### config.mk
export PLATFORM = sky130hd
export DESIGN_NAME = modbus_rtu_coil_read_master
export DESIGN_NICKNAME = d
export VERILOG_FILES = /design/src/hw/rtl/mbcoil_pkg.sv /design/src/hw/rtl/mbcoil_dp.sv /design/src/hw/rtl/mbcoil_ctrl.sv /design/src/hw/rtl/modbus_rtu_coil_read_master.sv
export SDC_FILE = /design/constraint.sdc
export NUM_CORES = 1
export LEC_CHECK = 0
export BUFFER_PORTS_ARGS = -buffer_cell sky130_fd_sc_hd__clkbuf_2
export CORE_ASPECT_RATIO = 1.25
export CORE_MARGIN = 2
export CORE_UTILIZATION = 56
export DETAILED_ROUTE_END_ITERATION = 16
export GPL_ROUTABILITY_DRIVEN = 0
export PLACE_DENSITY_LB_ADDON = 0.25
export SETUP_SLACK_MARGIN = 0.2
export SLEW_MARGIN = 20
export SYNTH_ARGS = -nofsm -noshare
export SYNTH_HDL_FRONTEND = slang
export SYNTH_HIERARCHICAL = 1
export SYNTH_SLANG_ARGS = --single-unit
### constraint.sdc
create_clock -name clk -period 13.4 [get_ports clk]
set_input_delay 2.68 -clock clk [delete_from_list [all_inputs] [get_ports clk]]
set_output_delay 2.68 -clock clk [all_outputs]
set_load 0.05 [all_outputs]
### src/hw/rtl/mbcoil_pkg.sv
package mbcoil_pkg;

  // Input item: one beat on the input channel.
  typedef struct packed {
    logic [1:0]  func;
    logic [7:0]  rx_byte;
    logic [7:0]  slave_addr;
    logic [15:0] start_address;
    logic [15:0] coil_count;
  } in_item_t;

  // Result item: one beat on the output channel.
  typedef struct packed {
    logic [2:0] kind;
    logic [7:0] byte_value;
    logic [7:0] from_slave;
    logic       last;
  } out_item_t;

  // Input item kinds.
  localparam logic [1:0] FUNC_TICK  = 2'd0;
  localparam logic [1:0] FUNC_BYTE  = 2'd1;
  localparam logic [1:0] FUNC_START = 2'd2;

  // Result kinds.
  localparam logic [2:0] KIND_REQ     = 3'd0;
  localparam logic [2:0] KIND_DATA    = 3'd1;
  localparam logic [2:0] KIND_CRC     = 3'd2;
  localparam logic [2:0] KIND_EXC     = 3'd3;
  localparam logic [2:0] KIND_TIMEOUT = 3'd4;

  // Configuration register indexes.
  localparam logic CFG_RESP_TIMEOUT = 1'b0;
  localparam logic CFG_GAP_TIMEOUT  = 1'b1;

  // Protocol constants.
  localparam logic [7:0]  FC_READ_COILS = 8'h01;
  localparam logic [7:0]  FC_EXC_FLAG   = 8'h80;
  localparam logic [7:0]  FC_READ_EXC   = FC_EXC_FLAG | FC_READ_COILS;
  localparam logic [15:0] TIMER_MAX     = 16'hFFFF;
  localparam logic [15:0] CRC_INIT      = 16'hFFFF;
  localparam logic [15:0] CRC_POLY      = 16'hA001;

  // Offsets and fill counts as they travel between the modules.
  localparam int OFF_W  = 8;
  localparam int FILL_W = 9;

  // Source of the byte value of an emitted result.
  typedef enum logic [1:0] {
    SEL_CMD,
    SEL_RDATA,
    SEL_REQ
  } emit_sel_t;

  // Commands from the controller to the datapath.
  typedef struct packed {
    logic             tick;
    logic             start;
    logic             byte_op;
    logic             clear;
    logic             skip;
    logic             rd;
    logic [OFF_W-1:0] rd_off;
    logic             crc_init;
    logic             crc_upd;
    logic             crc_src_req;
    logic             lat_lo;
    logic             emit;
    logic [2:0]       emit_kind;
    emit_sel_t        emit_sel;
    logic [7:0]       emit_byte;
    logic             emit_last;
    logic [2:0]       req_idx;
  } dp_cmd_t;

  // Status from the datapath to the controller.
  typedef struct packed {
    logic              waiting;
    logic              resp_ge;
    logic [FILL_W-1:0] fill;
    logic [7:0]        rdata;
    logic              rdata_is_target;
    logic              crc_match;
    logic              out_free;
  } dp_status_t;

  // One byte of the reflected CRC-16.
  function automatic logic [15:0] crc_byte(input logic [15:0] crc, input logic [7:0] b);
    logic [15:0] c;
    c = crc ^ {8'h00, b};
    for (int k = 0; k < 8; k++) begin
      if (c[0]) begin
        c = (c >> 1) ^ CRC_POLY;
      end else begin
        c = c >> 1;
      end
    end
    return c;
  endfunction

endpackage

### src/hw/rtl/mbcoil_dp.sv
module mbcoil_dp #(
  parameter int FRAME_DEPTH = 64
) (
  input  logic                  clk,
  input  logic                  rst,
  input  logic                  in_fire,
  input  mbcoil_pkg::in_item_t  in_data,
  input  logic                  cfg_we,
  input  logic                  cfg_index,
  input  logic [15:0]           cfg_wdata,
  input  mbcoil_pkg::dp_cmd_t   cmd,
  output mbcoil_pkg::dp_status_t status,
  output logic                  out_valid,
  input  logic                  out_ready,
  output mbcoil_pkg::out_item_t out_data
);
  import mbcoil_pkg::*;

  localparam int AW = (FRAME_DEPTH > 1) ? $clog2(FRAME_DEPTH) : 1;
  localparam int FW = $clog2(FRAME_DEPTH + 1);
  localparam logic [AW:0] DEPTH_S = (AW + 1)'(FRAME_DEPTH);
  localparam logic [FW-1:0] DEPTH_F = FW'(FRAME_DEPTH);

  logic [15:0] resp_cfg;
  logic [15:0] gap_cfg;
  logic [15:0] resp_elapsed;
  logic [15:0] gap_elapsed;
  logic        waiting;
  logic [7:0]  target;
  in_item_t    item;
  logic [AW-1:0] head;
  logic [FW-1:0] fill;
  logic [7:0]  mem [FRAME_DEPTH];
  logic [7:0]  rdata;
  logic [15:0] crc;
  logic [7:0]  crc_lo;
  logic        gap_ge;
  logic [FW-1:0] fill_eff;
  logic [AW:0] wr_sum;
  logic [AW:0] rd_sum;
  logic [AW-1:0] wr_addr;
  logic [AW-1:0] rd_addr;
  logic [AW:0] head_inc;
  logic [7:0]  req_byte;
  logic [7:0]  crc_in;
  logic [7:0]  emit_val;
  logic        out_free;

  // Circular addressing of the frame store relative to the head.
  assign gap_ge   = gap_elapsed >= gap_cfg;
  assign fill_eff = gap_ge ? '0 : fill;
  assign wr_sum   = {1'b0, head} + (AW + 1)'(fill_eff);
  assign wr_addr  = (wr_sum >= DEPTH_S) ? AW'(wr_sum - DEPTH_S) : AW'(wr_sum);
  assign rd_sum   = {1'b0, head} + {1'b0, cmd.rd_off[AW-1:0]};
  assign rd_addr  = (rd_sum >= DEPTH_S) ? AW'(rd_sum - DEPTH_S) : AW'(rd_sum);
  assign head_inc = {1'b0, head} + (AW + 1)'(1);

  // Request frame bytes in send order.
  always_comb begin
    unique case (cmd.req_idx)
      3'd0: req_byte = item.slave_addr;
      3'd1: req_byte = FC_READ_COILS;
      3'd2: req_byte = item.start_address[15:8];
      3'd3: req_byte = item.start_address[7:0];
      3'd4: req_byte = item.coil_count[15:8];
      3'd5: req_byte = item.coil_count[7:0];
      3'd6: req_byte = crc[7:0];
      default: req_byte = crc[15:8];
    endcase
  end

  assign crc_in = cmd.crc_src_req ? req_byte : rdata;

  always_comb begin
    unique case (cmd.emit_sel)
      SEL_RDATA: emit_val = rdata;
      SEL_REQ:   emit_val = req_byte;
      default:   emit_val = cmd.emit_byte;
    endcase
  end

  assign out_free = !out_valid || out_ready;

  // Configuration registers.
  always_ff @(posedge clk) begin
    if (rst) begin
      resp_cfg <= 16'd1000;
      gap_cfg  <= 16'd4;
    end else if (cfg_we) begin
      unique case (cfg_index)
        CFG_RESP_TIMEOUT: resp_cfg <= cfg_wdata;
        default:          gap_cfg  <= cfg_wdata;
      endcase
    end
  end

  // Latched input item.
  always_ff @(posedge clk) begin
    if (in_fire) begin
      item <= in_data;
    end
  end

  // Timers, transaction state and store bookkeeping.
  always_ff @(posedge clk) begin
    if (rst) begin
      resp_elapsed <= '0;
      gap_elapsed  <= '0;
      waiting      <= 1'b0;
      target       <= '0;
      head         <= '0;
      fill         <= '0;
    end else begin
      if (cmd.tick) begin
        if (gap_elapsed != TIMER_MAX) begin
          gap_elapsed <= gap_elapsed + 16'd1;
        end
        if (waiting && resp_elapsed != TIMER_MAX) begin
          resp_elapsed <= resp_elapsed + 16'd1;
        end
      end
      if (cmd.start) begin
        target       <= item.slave_addr;
        waiting      <= 1'b1;
        resp_elapsed <= '0;
      end
      priority if (cmd.clear) begin
        fill    <= '0;
        waiting <= 1'b0;
      end else if (cmd.byte_op) begin
        gap_elapsed <= '0;
        if (fill_eff < DEPTH_F) begin
          fill <= fill_eff + FW'(1);
        end else begin
          fill <= fill_eff;
        end
      end else if (cmd.skip) begin
        head <= (head_inc >= DEPTH_S) ? '0 : AW'(head_inc);
        fill <= fill - FW'(1);
      end
    end
  end

  // Frame store: one write port, one registered read port.
  always_ff @(posedge clk) begin
    if (cmd.byte_op && fill_eff < DEPTH_F) begin
      mem[wr_addr] <= item.rx_byte;
    end
    if (cmd.rd) begin
      rdata <= mem[rd_addr];
    end
  end

  // CRC accumulator and the latched low byte of a received CRC.
  always_ff @(posedge clk) begin
    if (cmd.crc_init) begin
      crc <= CRC_INIT;
    end else if (cmd.crc_upd) begin
      crc <= crc_byte(crc, crc_in);
    end
    if (cmd.lat_lo) begin
      crc_lo <= rdata;
    end
  end

  // Output register.
  always_ff @(posedge clk) begin
    if (rst) begin
      out_valid <= 1'b0;
    end else if (cmd.emit) begin
      out_valid <= 1'b1;
    end else if (out_ready) begin
      out_valid <= 1'b0;
    end
  end

  always_ff @(posedge clk) begin
    if (cmd.emit) begin
      out_data.kind       <= cmd.emit_kind;
      out_data.byte_value <= emit_val;
      out_data.from_slave <= (cmd.emit_sel == SEL_REQ) ? item.slave_addr : target;
      out_data.last       <= cmd.emit_last;
    end
  end

  assign status.waiting         = waiting;
  assign status.resp_ge         = resp_elapsed >= resp_cfg;
  assign status.fill            = FILL_W'(fill);
  assign status.rdata           = rdata;
  assign status.rdata_is_target = rdata == target;
  assign status.crc_match       = {rdata, crc_lo} == crc;
  assign status.out_free        = out_free;

  a_fill_bound: assert property (@(posedge clk) disable iff (rst) fill <= DEPTH_F)
    else $error("frame fill exceeds the store depth");
  a_head_bound: assert property (@(posedge clk) disable iff (rst) head < DEPTH_S[AW-1:0] ||
                                 FRAME_DEPTH == (1 << AW))
    else $error("frame head outside the store");
  a_emit_free: assert property (@(posedge clk) disable iff (rst) cmd.emit |-> out_free)
    else $error("result emitted over an untaken beat");
  a_skip_fill: assert property (@(posedge clk) disable iff (rst) cmd.skip |-> fill > FW'(1))
    else $error("alignment dropped the only stored byte");

endmodule

### src/hw/rtl/mbcoil_ctrl.sv
module mbcoil_ctrl (
  input  logic                   clk,
  input  logic                   rst,
  input  logic                   in_valid,
  input  logic [1:0]             in_func,
  output logic                   in_ready,
  input  mbcoil_pkg::dp_status_t status,
  output mbcoil_pkg::dp_cmd_t    cmd
);
  import mbcoil_pkg::*;

  typedef enum logic [4:0] {
    S_IDLE, S_TICK, S_TICK_CHK, S_REQ_INIT, S_REQ, S_BYTE, S_BYTE_CHK, S_TOUT,
    S_ALIGN, S_ALIGN_W, S_CHK, S_CHK1, S_CHK2, S_CRC, S_CRC_L, S_LO, S_HI,
    S_ERR, S_EXC, S_DAT
  } state_t;

  state_t      state;
  logic [2:0]  idx;
  logic [7:0]  code;
  logic [7:0]  cnt;
  logic [8:0]  ncrc;
  logic [8:0]  pos;
  logic [7:0]  dcount;
  logic [9:0]  need;
  logic [8:0]  pos_next;
  logic [8:0]  hi_off;
  logic [8:0]  dat_off;

  assign in_ready = state == S_IDLE;
  assign need     = 10'd5 + {2'b00, status.rdata};
  assign pos_next = pos + 9'd1;
  assign hi_off   = ncrc + 9'd1;
  assign dat_off  = 9'd4 + {1'b0, dcount};

  // Command decode for the current step.
  always_comb begin
    cmd = '0;
    cmd.emit_sel = SEL_CMD;
    unique case (state)
      S_TICK:     cmd.tick = 1'b1;
      S_REQ_INIT: begin
        cmd.start    = 1'b1;
        cmd.crc_init = 1'b1;
      end
      S_REQ: begin
        cmd.req_idx = idx;
        if (status.out_free) begin
          cmd.emit        = 1'b1;
          cmd.emit_kind   = KIND_REQ;
          cmd.emit_sel    = SEL_REQ;
          cmd.emit_last   = idx == 3'd7;
          cmd.crc_upd     = idx < 3'd6;
          cmd.crc_src_req = 1'b1;
        end
      end
      S_BYTE:     cmd.byte_op = 1'b1;
      S_TOUT, S_ERR: begin
        if (status.out_free) begin
          cmd.emit      = 1'b1;
          cmd.emit_kind = (state == S_TOUT) ? KIND_TIMEOUT : KIND_CRC;
          cmd.emit_last = 1'b1;
          cmd.clear     = 1'b1;
        end
      end
      S_EXC: begin
        if (status.out_free) begin
          cmd.emit      = 1'b1;
          cmd.emit_kind = KIND_EXC;
          cmd.emit_byte = cnt;
          cmd.emit_last = 1'b1;
          cmd.clear     = 1'b1;
        end
      end
      S_ALIGN: begin
        cmd.rd     = status.fill > FILL_W'(1);
        cmd.rd_off = '0;
      end
      S_ALIGN_W:  cmd.skip = !status.rdata_is_target;
      S_CHK: begin
        cmd.rd     = status.fill >= FILL_W'(4);
        cmd.rd_off = OFF_W'(1);
      end
      S_CHK1: begin
        cmd.rd     = 1'b1;
        cmd.rd_off = OFF_W'(2);
      end
      S_CRC: begin
        cmd.crc_init = 1'b1;
        cmd.rd       = 1'b1;
        cmd.rd_off   = '0;
      end
      S_CRC_L: begin
        cmd.crc_upd = 1'b1;
        cmd.rd      = 1'b1;
        cmd.rd_off  = (pos_next < ncrc) ? pos_next[OFF_W-1:0] : ncrc[OFF_W-1:0];
      end
      S_LO: begin
        cmd.lat_lo = 1'b1;
        cmd.rd     = 1'b1;
        cmd.rd_off = hi_off[OFF_W-1:0];
      end
      S_HI: begin
        cmd.clear  = status.crc_match && code == FC_READ_COILS && cnt == 8'd0;
        cmd.rd     = 1'b1;
        cmd.rd_off = OFF_W'(3);
      end
      S_DAT: begin
        if (status.out_free) begin
          cmd.emit      = 1'b1;
          cmd.emit_kind = KIND_DATA;
          cmd.emit_sel  = SEL_RDATA;
          cmd.emit_last = dcount == cnt - 8'd1;
          cmd.clear     = cmd.emit_last;
          cmd.rd        = !cmd.emit_last;
          cmd.rd_off    = dat_off[OFF_W-1:0];
        end
      end
      default: ;
    endcase
  end

  // Sequencer state and its counters.
  always_ff @(posedge clk) begin
    if (rst) begin
      state <= S_IDLE;
      idx   <= '0;
    end else begin
      unique case (state)
        S_IDLE: begin
          if (in_valid) begin
            unique case (in_func)
              FUNC_TICK:  state <= S_TICK;
              FUNC_BYTE:  state <= S_BYTE;
              FUNC_START: state <= S_REQ_INIT;
              default:    state <= S_IDLE;
            endcase
          end
        end
        S_TICK:     state <= S_TICK_CHK;
        S_TICK_CHK: state <= (status.waiting && status.resp_ge) ? S_TOUT : S_IDLE;
        S_REQ_INIT: begin
          idx   <= '0;
          state <= S_REQ;
        end
        S_REQ: begin
          if (status.out_free) begin
            idx <= idx + 3'd1;
            if (idx == 3'd7) begin
              state <= S_IDLE;
            end
          end
        end
        S_BYTE:     state <= S_BYTE_CHK;
        S_BYTE_CHK: begin
          priority if (!status.waiting) begin
            state <= S_IDLE;
          end else if (status.resp_ge) begin
            state <= S_TOUT;
          end else begin
            state <= S_ALIGN;
          end
        end
        S_TOUT, S_ERR, S_EXC: begin
          if (status.out_free) begin
            state <= S_IDLE;
          end
        end
        S_ALIGN:    state <= (status.fill > FILL_W'(1)) ? S_ALIGN_W : S_CHK;
        S_ALIGN_W:  state <= status.rdata_is_target ? S_CHK : S_ALIGN;
        S_CHK:      state <= (status.fill >= FILL_W'(4)) ? S_CHK1 : S_IDLE;
        S_CHK1: begin
          code  <= status.rdata;
          state <= S_CHK2;
        end
        S_CHK2: begin
          cnt <= status.rdata;
          priority if (code == FC_READ_COILS) begin
            ncrc  <= 9'd3 + {1'b0, status.rdata};
            state <= ({1'b0, status.fill} < need) ? S_IDLE : S_CRC;
          end else if (code == FC_READ_EXC) begin
            ncrc  <= 9'd3;
            state <= (status.fill < FILL_W'(5)) ? S_IDLE : S_CRC;
          end else begin
            state <= S_IDLE;
          end
        end
        S_CRC: begin
          pos   <= '0;
          state <= S_CRC_L;
        end
        S_CRC_L: begin
          pos <= pos_next;
          if (pos_next >= ncrc) begin
            state <= S_LO;
          end
        end
        S_LO:       state <= S_HI;
        S_HI: begin
          dcount <= '0;
          priority if (!status.crc_match) begin
            state <= S_ERR;
          end else if (code == FC_READ_EXC) begin
            state <= S_EXC;
          end else if (cnt == 8'd0) begin
            state <= S_IDLE;
          end else begin
            state <= S_DAT;
          end
        end
        S_DAT: begin
          if (status.out_free) begin
            dcount <= dcount + 8'd1;
            if (dcount == cnt - 8'd1) begin
              state <= S_IDLE;
            end
          end
        end
        default:    state <= S_IDLE;
      endcase
    end
  end

  a_emit_busy: assert property (@(posedge clk) disable iff (rst) cmd.emit |-> !in_ready)
    else $error("result emitted while idle");
  a_tout_wait: assert property (@(posedge clk) disable iff (rst)
                                (state == S_TOUT) |-> status.waiting)
    else $error("timeout raised with no transaction open");
  a_dat_count: assert property (@(posedge clk) disable iff (rst)
                                (state == S_DAT) |-> dcount < cnt)
    else $error("data walk ran past the byte count");

endmodule

### src/hw/rtl/modbus_rtu_coil_read_master.sv
// Per item: a start emits 8 request beats; a byte with a transaction open passes the timeout and
// frame checks, dropping leading bytes that are not the target slave; a completing byte walks
// the CRC over 3 + n stored bytes and then emits one result beat per data byte.
// Throughput: one item at a time; the CRC walk over the stored frame, one byte a cycle on the
// frame store read port, and the output handshake (one beat a cycle unless out_ready holds it back) set the rate.
// Reset: synchronous; configuration returns to 1000 and 4 ticks, no transaction is open and
// the frame store is empty without a clearing pass.
module modbus_rtu_coil_read_master #(
  parameter int FRAME_DEPTH = 64
) (
  input  logic                  clk,
  input  logic                  rst,
  input  logic                  in_valid,
  output logic                  in_ready,
  input  mbcoil_pkg::in_item_t  in_data,
  output logic                  out_valid,
  input  logic                  out_ready,
  output mbcoil_pkg::out_item_t out_data,
  input  logic                  cfg_we,
  input  logic                  cfg_index,
  input  logic [15:0]           cfg_wdata
);
  import mbcoil_pkg::*;

  dp_cmd_t    cmd;
  dp_status_t status;
  logic       in_fire;

  // An input beat moves when both sides agree.
  assign in_fire = in_valid && in_ready;

  mbcoil_ctrl u_ctrl (
    .clk      (clk),
    .rst      (rst),
    .in_valid (in_valid),
    .in_func  (in_data.func),
    .in_ready (in_ready),
    .status   (status),
    .cmd      (cmd)
  );

  mbcoil_dp #(
    .FRAME_DEPTH (FRAME_DEPTH)
  ) u_dp (
    .clk       (clk),
    .rst       (rst),
    .in_fire   (in_fire),
    .in_data   (in_data),
    .cfg_we    (cfg_we),
    .cfg_index (cfg_index),
    .cfg_wdata (cfg_wdata),
    .cmd       (cmd),
    .status    (status),
    .out_valid (out_valid),
    .out_ready (out_ready),
    .out_data  (out_data)
  );

endmodule
Yosys cells after proc, flatten, opt, wreduce, memory -nomap -nowiden
Memory sizes are Yosys's and may differ from the RTL's. A register that Yosys moved wholly into a read port is not among the register bits.
Cells that the tools add are included.
{"block": "word_totals", "n_memories": 1, "wordCells": 247, "ff_bits": 229, "out_inout_bits": 22, "in_bits": 72, "ramBits": 512, "latch_bits": 0, "romBits": 0}
{"block": "classes", "bitwise_logic": 13, "shifts": 0, "reduce_logical": 36, "div": 0, "n_addsub": 17, "mul": 0, "muxes": 97, "order_cmp": 13, "eq_ne": 44}
{"name": "u_dp.mem", "depth": 64, "width": 8, "rd": 1, "rd_ports_with_merged_regs": 1, "wr": 1, "line_no": "mbcoil_dp.sv:33", "source": "logic [7:0] mem [FRAME_DEPTH];"}
{"operator": "16-bit 2-to-1 mux", "n": 26}
{"operator": "5-bit case mux with 18 select lines", "n": 1}
{"operator": "9-bit case mux with 8 select lines", "n": 1}
{"operator": "5-bit 2-to-1 mux", "n": 13}
{"operator": "8-bit case mux with 7 select lines", "n": 1}
{"operator": "5-bit by 4-bit equality test with 1-bit output, second input constant", "n": 8}
{"operator": "8-bit 2-to-1 mux", "n": 5}
{"operator": "9-bit 2-to-1 mux", "n": 4}
{"operator": "16-bit by 1-bit adder with 16-bit output, second input constant", "n": 2}
{"operator": "16-bit >= comparator", "n": 2}
{"operator": "16-bit != test, second input constant", "n": 2}
{"operator": "8-bit case mux with 2 select lines", "n": 2}
{"operator": "6-bit 2-to-1 mux", "n": 5}
{"operator": "7-bit 2-to-1 mux", "n": 4}
{"operator": "4-bit 2-to-1 mux", "n": 6}
{"operator": "2-bit NOT with 3-bit output", "n": 8}
{"operator": "7-bit >= comparator, second input constant", "n": 3}
{"operator": "5-bit by 3-bit equality test with 1-bit output, second input constant", "n": 4}
{"operator": "5-bit equality test, second input constant", "n": 4}
{"operator": "9-bit case mux with 2 select lines", "n": 1}
{"operator": "8-bit by 1-bit adder with 8-bit output, second input constant", "n": 2}
{"operator": "16-bit equality test", "n": 1}
{"operator": "8-bit equality test", "n": 2}
{"operator": "4-bit case mux with 4 select lines", "n": 1}
{"operator": "55 further kinds", "n": 112}

Longest topological paths before layout
Gate-level depths: netlist of run 1.
{"block": "depth", "ltp_word": 36, "ltp_mapped": 22, "ltp_nobuf": 21}

By module
Netlist of run 1, hierarchy kept.
{"mod": "mbcoil_dp", "seq_area_each_um2": 19959.1, "area_each_um2": 29245.5, "cells_each": 1796, "instances": 1}
{"mod": "mbcoil_ctrl", "seq_area_each_um2": 1421.4, "area_each_um2": 4081.4, "cells_each": 458, "instances": 1}
{"mod": "modbus_rtu_coil_read_master", "seq_area_each_um2": 0.0, "area_each_um2": 6.3, "cells_each": 1, "instances": 1}

Worst setup path before layout of run 1
Ideal clock, no wire load.
{"block": "synth_path", "kind": "in2reg", "startpoint": "input port out_ready", "endpoint": "register u_dp.rdata[5] (read register of u_dp.mem), data pin", "setup_ns": 0.270, "cell_stages": 14, "arrival_ns": 6.319, "slack_ns": 6.811, "path_cell_list": "nand2b_1 -> buf_4 -> nand2_1 -> inv_2 -> nand2_1 -> o2111ai_1 -> ha_1 -> fa_1 -> xnor2_1 -> clkbuf_1 -> buf_1 -> mux4_2 -> mux2i_1 -> a21oi_1"}
{"item": "start, declared", "line_no": "modbus_rtu_coil_read_master.sv:17", "source": "input logic out_ready,"}
{"item": "end, declared", "line_no": "mbcoil_dp.sv:34", "source": "logic [7:0] rdata;"}

==> impl_metrics.toml, run 1 <==
[run_status]
status = "complete, no violations"

[logic_synthesis]
yosysWarnings = 6
syn_inst = 2242
syn_avg_cell_area_um2 = 14.8
synthesis.area_um2 = 33200

[global_routing]
grt_pass1_vias = 20000
grt_usage_pct = 25.5
grt_antenna_before_repair = 0
grt_max_degree = 78
grt.overflow.total = 0
grt_pass1_wl_um = 118000

[floorplanning]
ios = 94
die_h_um = 276
die_x_um = 222
core_um2 = 58600
start_util_pct = 56.7
dieArea_um2 = 61300
rows = 99

[clock_tree]
cts_htree_levels = 3
cts_sinks = 749
cts-root-buf = "clkbuf_16"
clk_pin_slew_worst_paths_ps = 60
cts_tree = "built"
cts_post_setup_buffers_inserted = 0
cts_hold_buffers = 0
cts-resized-gates = 0
cts_max_path_buffers = 3
cts_made_buffers = 74
clk_latency_ps = 630

[detailed_routing]
viasPerCell = 6.23
remaining_drc_errors = 0
postRouteAntennaNets = 0
drtPass1Iterations = 9
totalWireLength_um = 77900
vias = 19600
drt_iter0_markers = 1731
wl_per_cell_um = 24.8

[layout]
multiInputGateArea_um2 = 11300
regArea_um2 = 21400
fill_cells = 4201
area_growth_pct = 11.2
fin_nets = 2476
drive_gt1_share_pct = 19.2
insertedDiodeCount = 0

[power]
total_power_w = 0.00567
ir_worst_vdd_mv = 0.122
cellLeakagePower_nw = 12.3
cellPowerDensity_nw_per_um2 = 153

[sta]
max_slew.worst_pin.slew_ps = 1260
hold_ws_ps = 458
relSlewSlack_pct = 15.1
setup_viol = 0
rsz0062_at_grt = "no"
finalMaxSlewViolations = 0
fin_crit_sh_pct = 56.7
finClkSkew_ps = 22.0
fin_crit_ps = 7600
hold_viol_final = 0
tns_ps = 0
fmax_mhz = 132

[placed_design]
io_buffer_count = 93
hpwl_um = 50000

[setup_path]
crit_type = "in -> reg"
cp_data_required_time_ps = 13740
crit_fanout = 77
critPathLaunch = "out_ready"
rrSetupSlack_ps = 6140
r2r-start = "u_ctrl/pos[0]$_SDFFCE_PN0P_"
worstSetupStartpointType = "input port"
cp.arrival_ps = 7940
crit_path_end_kind = "register"

[flow_run]
cap_violations = 0

[min_path]
min_from = "u_dp/resp_cfg[14]$_SDFFE_PP0P_"
holdCritPathClass = "reg -> reg"
worst paths after layout:
kind / to / depth (start not counted)
setup reg to reg: u_dp/rdata[7]$_DFFE_PP_ / 20
hold / removal: u_dp/resp_cfg[14]$_SDFFE_PP0P_ / 2
setup / recovery: u_dp/rdata[7]$_DFFE_PP_ / 15
hold reg to reg: u_dp/resp_cfg[14]$_SDFFE_PP0P_ / 2
registers in the layout, summed over array words and instances, names as in the netlist, 8 cells and up:
register	count
u_dp/mem	512
u_dp/item	48
u_dp/out_data	20
u_dp/crc	16
u_dp/gap_cfg	16
u_dp/gap_elapsed	16
u_dp/resp_cfg	16
u_dp/resp_elapsed	16
u_ctrl/ncrc	9
u_ctrl/pos	9
u_ctrl/cnt	8
u_ctrl/code	8
u_ctrl/dcount	8
u_dp/crc_lo	8
u_dp/rdata	8
u_dp/target	8
layout by cell type (no fill, tap or decap), types with 73 or more instances in the layout:
master	count
a21oi_1	88
clkbuf_16	78
clkbuf_2	93
dfxtp_1	111
edfxtp_1	638
ha_1	73
inv_1	73
mux4_2	163
nand2_1	186
nor2_1	180
per-stage QoR:
| stage | cell area, um^2 | util [%] | worst slack (ps) | instances |
|---|---|---|---|---|
| finish | 37000 | 63.1 | 5800 | 3145 |
| global route | 37000 | 63.1 | 5560 | 3145 |
| CTS | 36900 | 63.0 | 5870 | 3145 |
| detailed placement | 34500 | 58.8 | 5250 | 3010 |
| global placement | 34500 | 58.8 | 5310 | 3010 |
| floorplan | 33200 | - | 6820 | 2243 |
critical path, stage by stage:
cell and delay, ps:
clkbuf_2 80, nand2b_1 310, nand2_1 250, inv_2 110
nand2_1 100, o2111ai_1 210, ha_4 250, fa_4 730
buf_4 820, buf_4 740, mux4_2 410, mux4_2 480
nor2b_1 150, a211oi_1 460, a21oi_1 70
power by group:
| part | internal [W] | switching, W |
|---|---|---|
| Combinational | 0.000266 | 0.000490 |
| Clock | 0.00120 | 0.000869 |
| Sequential | 0.00275 | 0.0000845 |
| Total | 0.00422 | 0.00144 |
routing by layer:
layer	vias to the layer above	track usage, %	share of wire [%]
met1	9910	31.5	37
li1	8722	-	-
met5	-	0	0
met4	0	10.7	3.5
met2	827	45.2	52
met3	141	3.59	6.7
cell type report:
type / count / area share (%)
flip-flops and latches: 749 / 57.8
multi-input cells: 1310 / 30.5
clock buffers: 95 / 5.45
well taps: 757 / 2.56
repair buffers: 118 / 1.77
clock inverters: 40 / 1.08
inverters: 76 / 0.772
Note: power is estimated with default switching activity, not from simulation.
==> inputs of run 2 (changes only) <==
--- a/config.mk
+++ b/config.mk
@@ -5,6 +5,7 @@
 export SDC_FILE = /design/constraint.sdc
 export NUM_CORES = 1
 export LEC_CHECK = 0
+export ABC_AREA = 1
 export BUFFER_PORTS_ARGS = -buffer_cell sky130_fd_sc_hd__clkbuf_2
 export CORE_ASPECT_RATIO = 1.25
 export CORE_MARGIN = 2
==> constraint.sdc (replaced) <==
create_clock -name clk -period 7.45 [get_ports clk]
set_input_delay 1.49 -clock clk [delete_from_list [all_inputs] [get_ports clk]]
set_output_delay 1.49 -clock clk [all_outputs]
set_load 0.05 [all_outputs]
==> run 2 against run 1 <==
  * Register-to-register slack lost 5000 ps
  * Cell count grew 29%
  * Synthesized cell count grew 41%
  * Worst setup slack lost 4700 ps
  * First-iteration DRC count grew 48%
  * Die area grew 2.2%
  * Sequential share of layout area shrank 0.90 points
  * Final area grew 1.6%
  * Worst hold slack gained 3.9 ps
==> impl_metrics.toml, run 2 <==
[run_status]
status = "complete, no violations"

[detailed_routing]
postRouteAntennaNets = 0
totalWireLength_um = 83900
wl_per_cell_um = 20.8
remaining_drc_errors = 0
drt_iter0_markers = 2560
viasPerCell = 6.06
drtPass1Iterations = 6
vias = 24500

[floorplanning]
die_x_um = 224
dieArea_um2 = 62700
rows = 100
core_um2 = 59800
die_h_um = 279
start_util_pct = 56.8
ios = 94

[power]
p_sw_share_pct = 25.0
pwr-share-clk_pct = 38.3
p_int_w = 0.00721
seq_power_share_pct = 51.5
switchingPower_w = 0.00241
ir_worst_vdd_mv = 0.168
cellPowerDensity_nw_per_um2 = 256
cellLeakagePower_nw = 13.5
comb_power_share_pct = 10.2

[clock_tree]
cts_max_path_buffers = 3
cts_made_buffers = 74
cts-resized-gates = 0
cts_sinks = 749
cts_tree = "built"
cts-root-buf = "clkbuf_16"
clk_latency_ps = 620
cts_hold_buffers = 0
cts_htree_levels = 3
clk_pin_slew_worst_paths_ps = 60
cts_post_setup_buffers_inserted = 0

[placed_design]
hpwl_um = 54600
pre_cts_ws_ps = 1300
io_buffer_count = 93

[layout]
fill_cells = 4611
area_growth_pct = 10.5
insertedDiodeCount = 0
largest_reg_flops = 512
reg_top3 = "u_dp/mem: 512 flops, u_dp/item: 48 flops, u_dp/out_data: 20 flops"
fin_nets = 3369
layout_common_cells = "edfxtp_1, nor2_1, nand2_1"
top_register = "u_dp/mem"
mostFrequentLayoutCell = "edfxtp_1"
drive_gt1_share_pct = 9.49

[sta]
relSlewSlack_pct = 24.8
layout_setup_ws_ps = 1140
setup_viol = 0
fmax_mhz = 159
finClkSkew_ps = 22.5
max_slew.worst_pin.slew_ps = 1120
hold_viol_final = 0
rsz0062_at_grt = "no"
fin_crit_ps = 6310
finalMaxSlewViolations = 0
fin_crit_sh_pct = 84.7
tns_ps = 0

[setup_path]
worstSetupStartpointType = "register"
crit_path_end_kind = "register"
crit_type = "reg -> reg"
cp_data_required_time_ps = 7780
crit_fanout = 49
cp.arrival_ps = 6640

[flow_run]
cap_violations = 0

[global_routing]
grt_usage_pct = 26.6
grt.overflow.total = 0
grt_pass1_wl_um = 129000
grt_antenna_before_repair = 0
grt_pass1_vias = 23800
grt_max_degree = 96

[logic_synthesis]
yosysWarnings = 6
syn_inst = 3158
syn_avg_cell_area_um2 = 10.8
synthesis.area_um2 = 34000

[min_path]
holdCritPathClass = "reg -> reg"
-- run 2: worst paths after layout --
check                                             startpoint                            to  slack, ps  cells past startpoint
worst max register to register   u_ctrl/pos[0]$_SDFFCE_PN0P_       u_dp/rdata[2]$_DFFE_PP_       1140                     24
worst min register to register  u_dp/gap_cfg[7]$_SDFFE_PP0P_  u_dp/gap_cfg[7]$_SDFFE_PP0P_        460                      2
worst min-delay path            u_dp/gap_cfg[7]$_SDFFE_PP0P_  u_dp/gap_cfg[7]$_SDFFE_PP0P_        460                      2
worst max-delay path             u_ctrl/pos[0]$_SDFFCE_PN0P_       u_dp/rdata[2]$_DFFE_PP_       1140                     24
-- run 2: power groups by stage --
stage	combinational, W	sequential, W	clock, W
after global placement	0.000933	0.00503	0
after detailed placement	0.000964	0.00504	0
after global routing	0.00108	0.00497	0.00390
after floorplan	0.000537	0.00513	0
final	0.000985	0.00495	0.00368
after CTS	0.000969	0.00495	0.00374
-- run 2: per-stage QoR --
stage | cells | instance area [um^2] | hold WS [ps] | total power (W) | util (%)
global placement | 3911 | 35200 | 448 | 0.00597 | 58.8
finish | 4043 | 37500 | 462 | 0.00962 | 62.8
detailed placement | 3911 | 35200 | 454 | 0.00600 | 58.8
floorplan | 3159 | 34000 | 435 | 0.00567 | -
global route | 4043 | 37500 | 490 | 0.00995 | 62.8
CTS | 4043 | 37500 | 464 | 0.00966 | 62.8
-- run 2: layout make-up --
cell class | instances | area, um^2 | share of cell area, %
multi-input cells | 2004 | 11100 | 29.6
flip-flops and latches | 749 | 21400 | 56.9
clock buffers | 91 | 1990 | 5.30
clock inverters | 41 | 378 | 1.01
well taps | 765 | 957 | 2.55
repair buffers | 121 | 701 | 1.87
inverters | 272 | 1020 | 2.73
-- run 2: critical path, stage by stage, from the launching register on --
cell and delay, ps:
edfxtp_1 430, ha_1 210, nand3_1 120, nand3b_1 200, nand3b_1 180, xor2_1 190
inv_1 80, ha_1 290, a21oi_1 130, o21a_1 130, nand3_1 360, nand2_1 190
o21ai_0 110, nand2_1 90, o2111ai_1 170, ha_4 230, fa_4 470, xor2_4 670
inv_2 610, nand2_1 200, nand2_1 80, nor2_1 190, nor2_1 80, a221oi_1 500
a31oi_1 120
-- run 2: per-layer routing --
| metal | share of wire (%) | vias to the layer above | GRT usage [%] |
|---|---|---|---|
| met2 | 50 | 1136 | 45.8 |
| met1 | 37 | 11700 | 31.8 |
| met4 | 5.9 | 0 | 15.6 |
| met3 | 7.2 | 304 | 3.78 |
| met5 | 0 | - | 0 |
| li1 | - | 11300 | - |
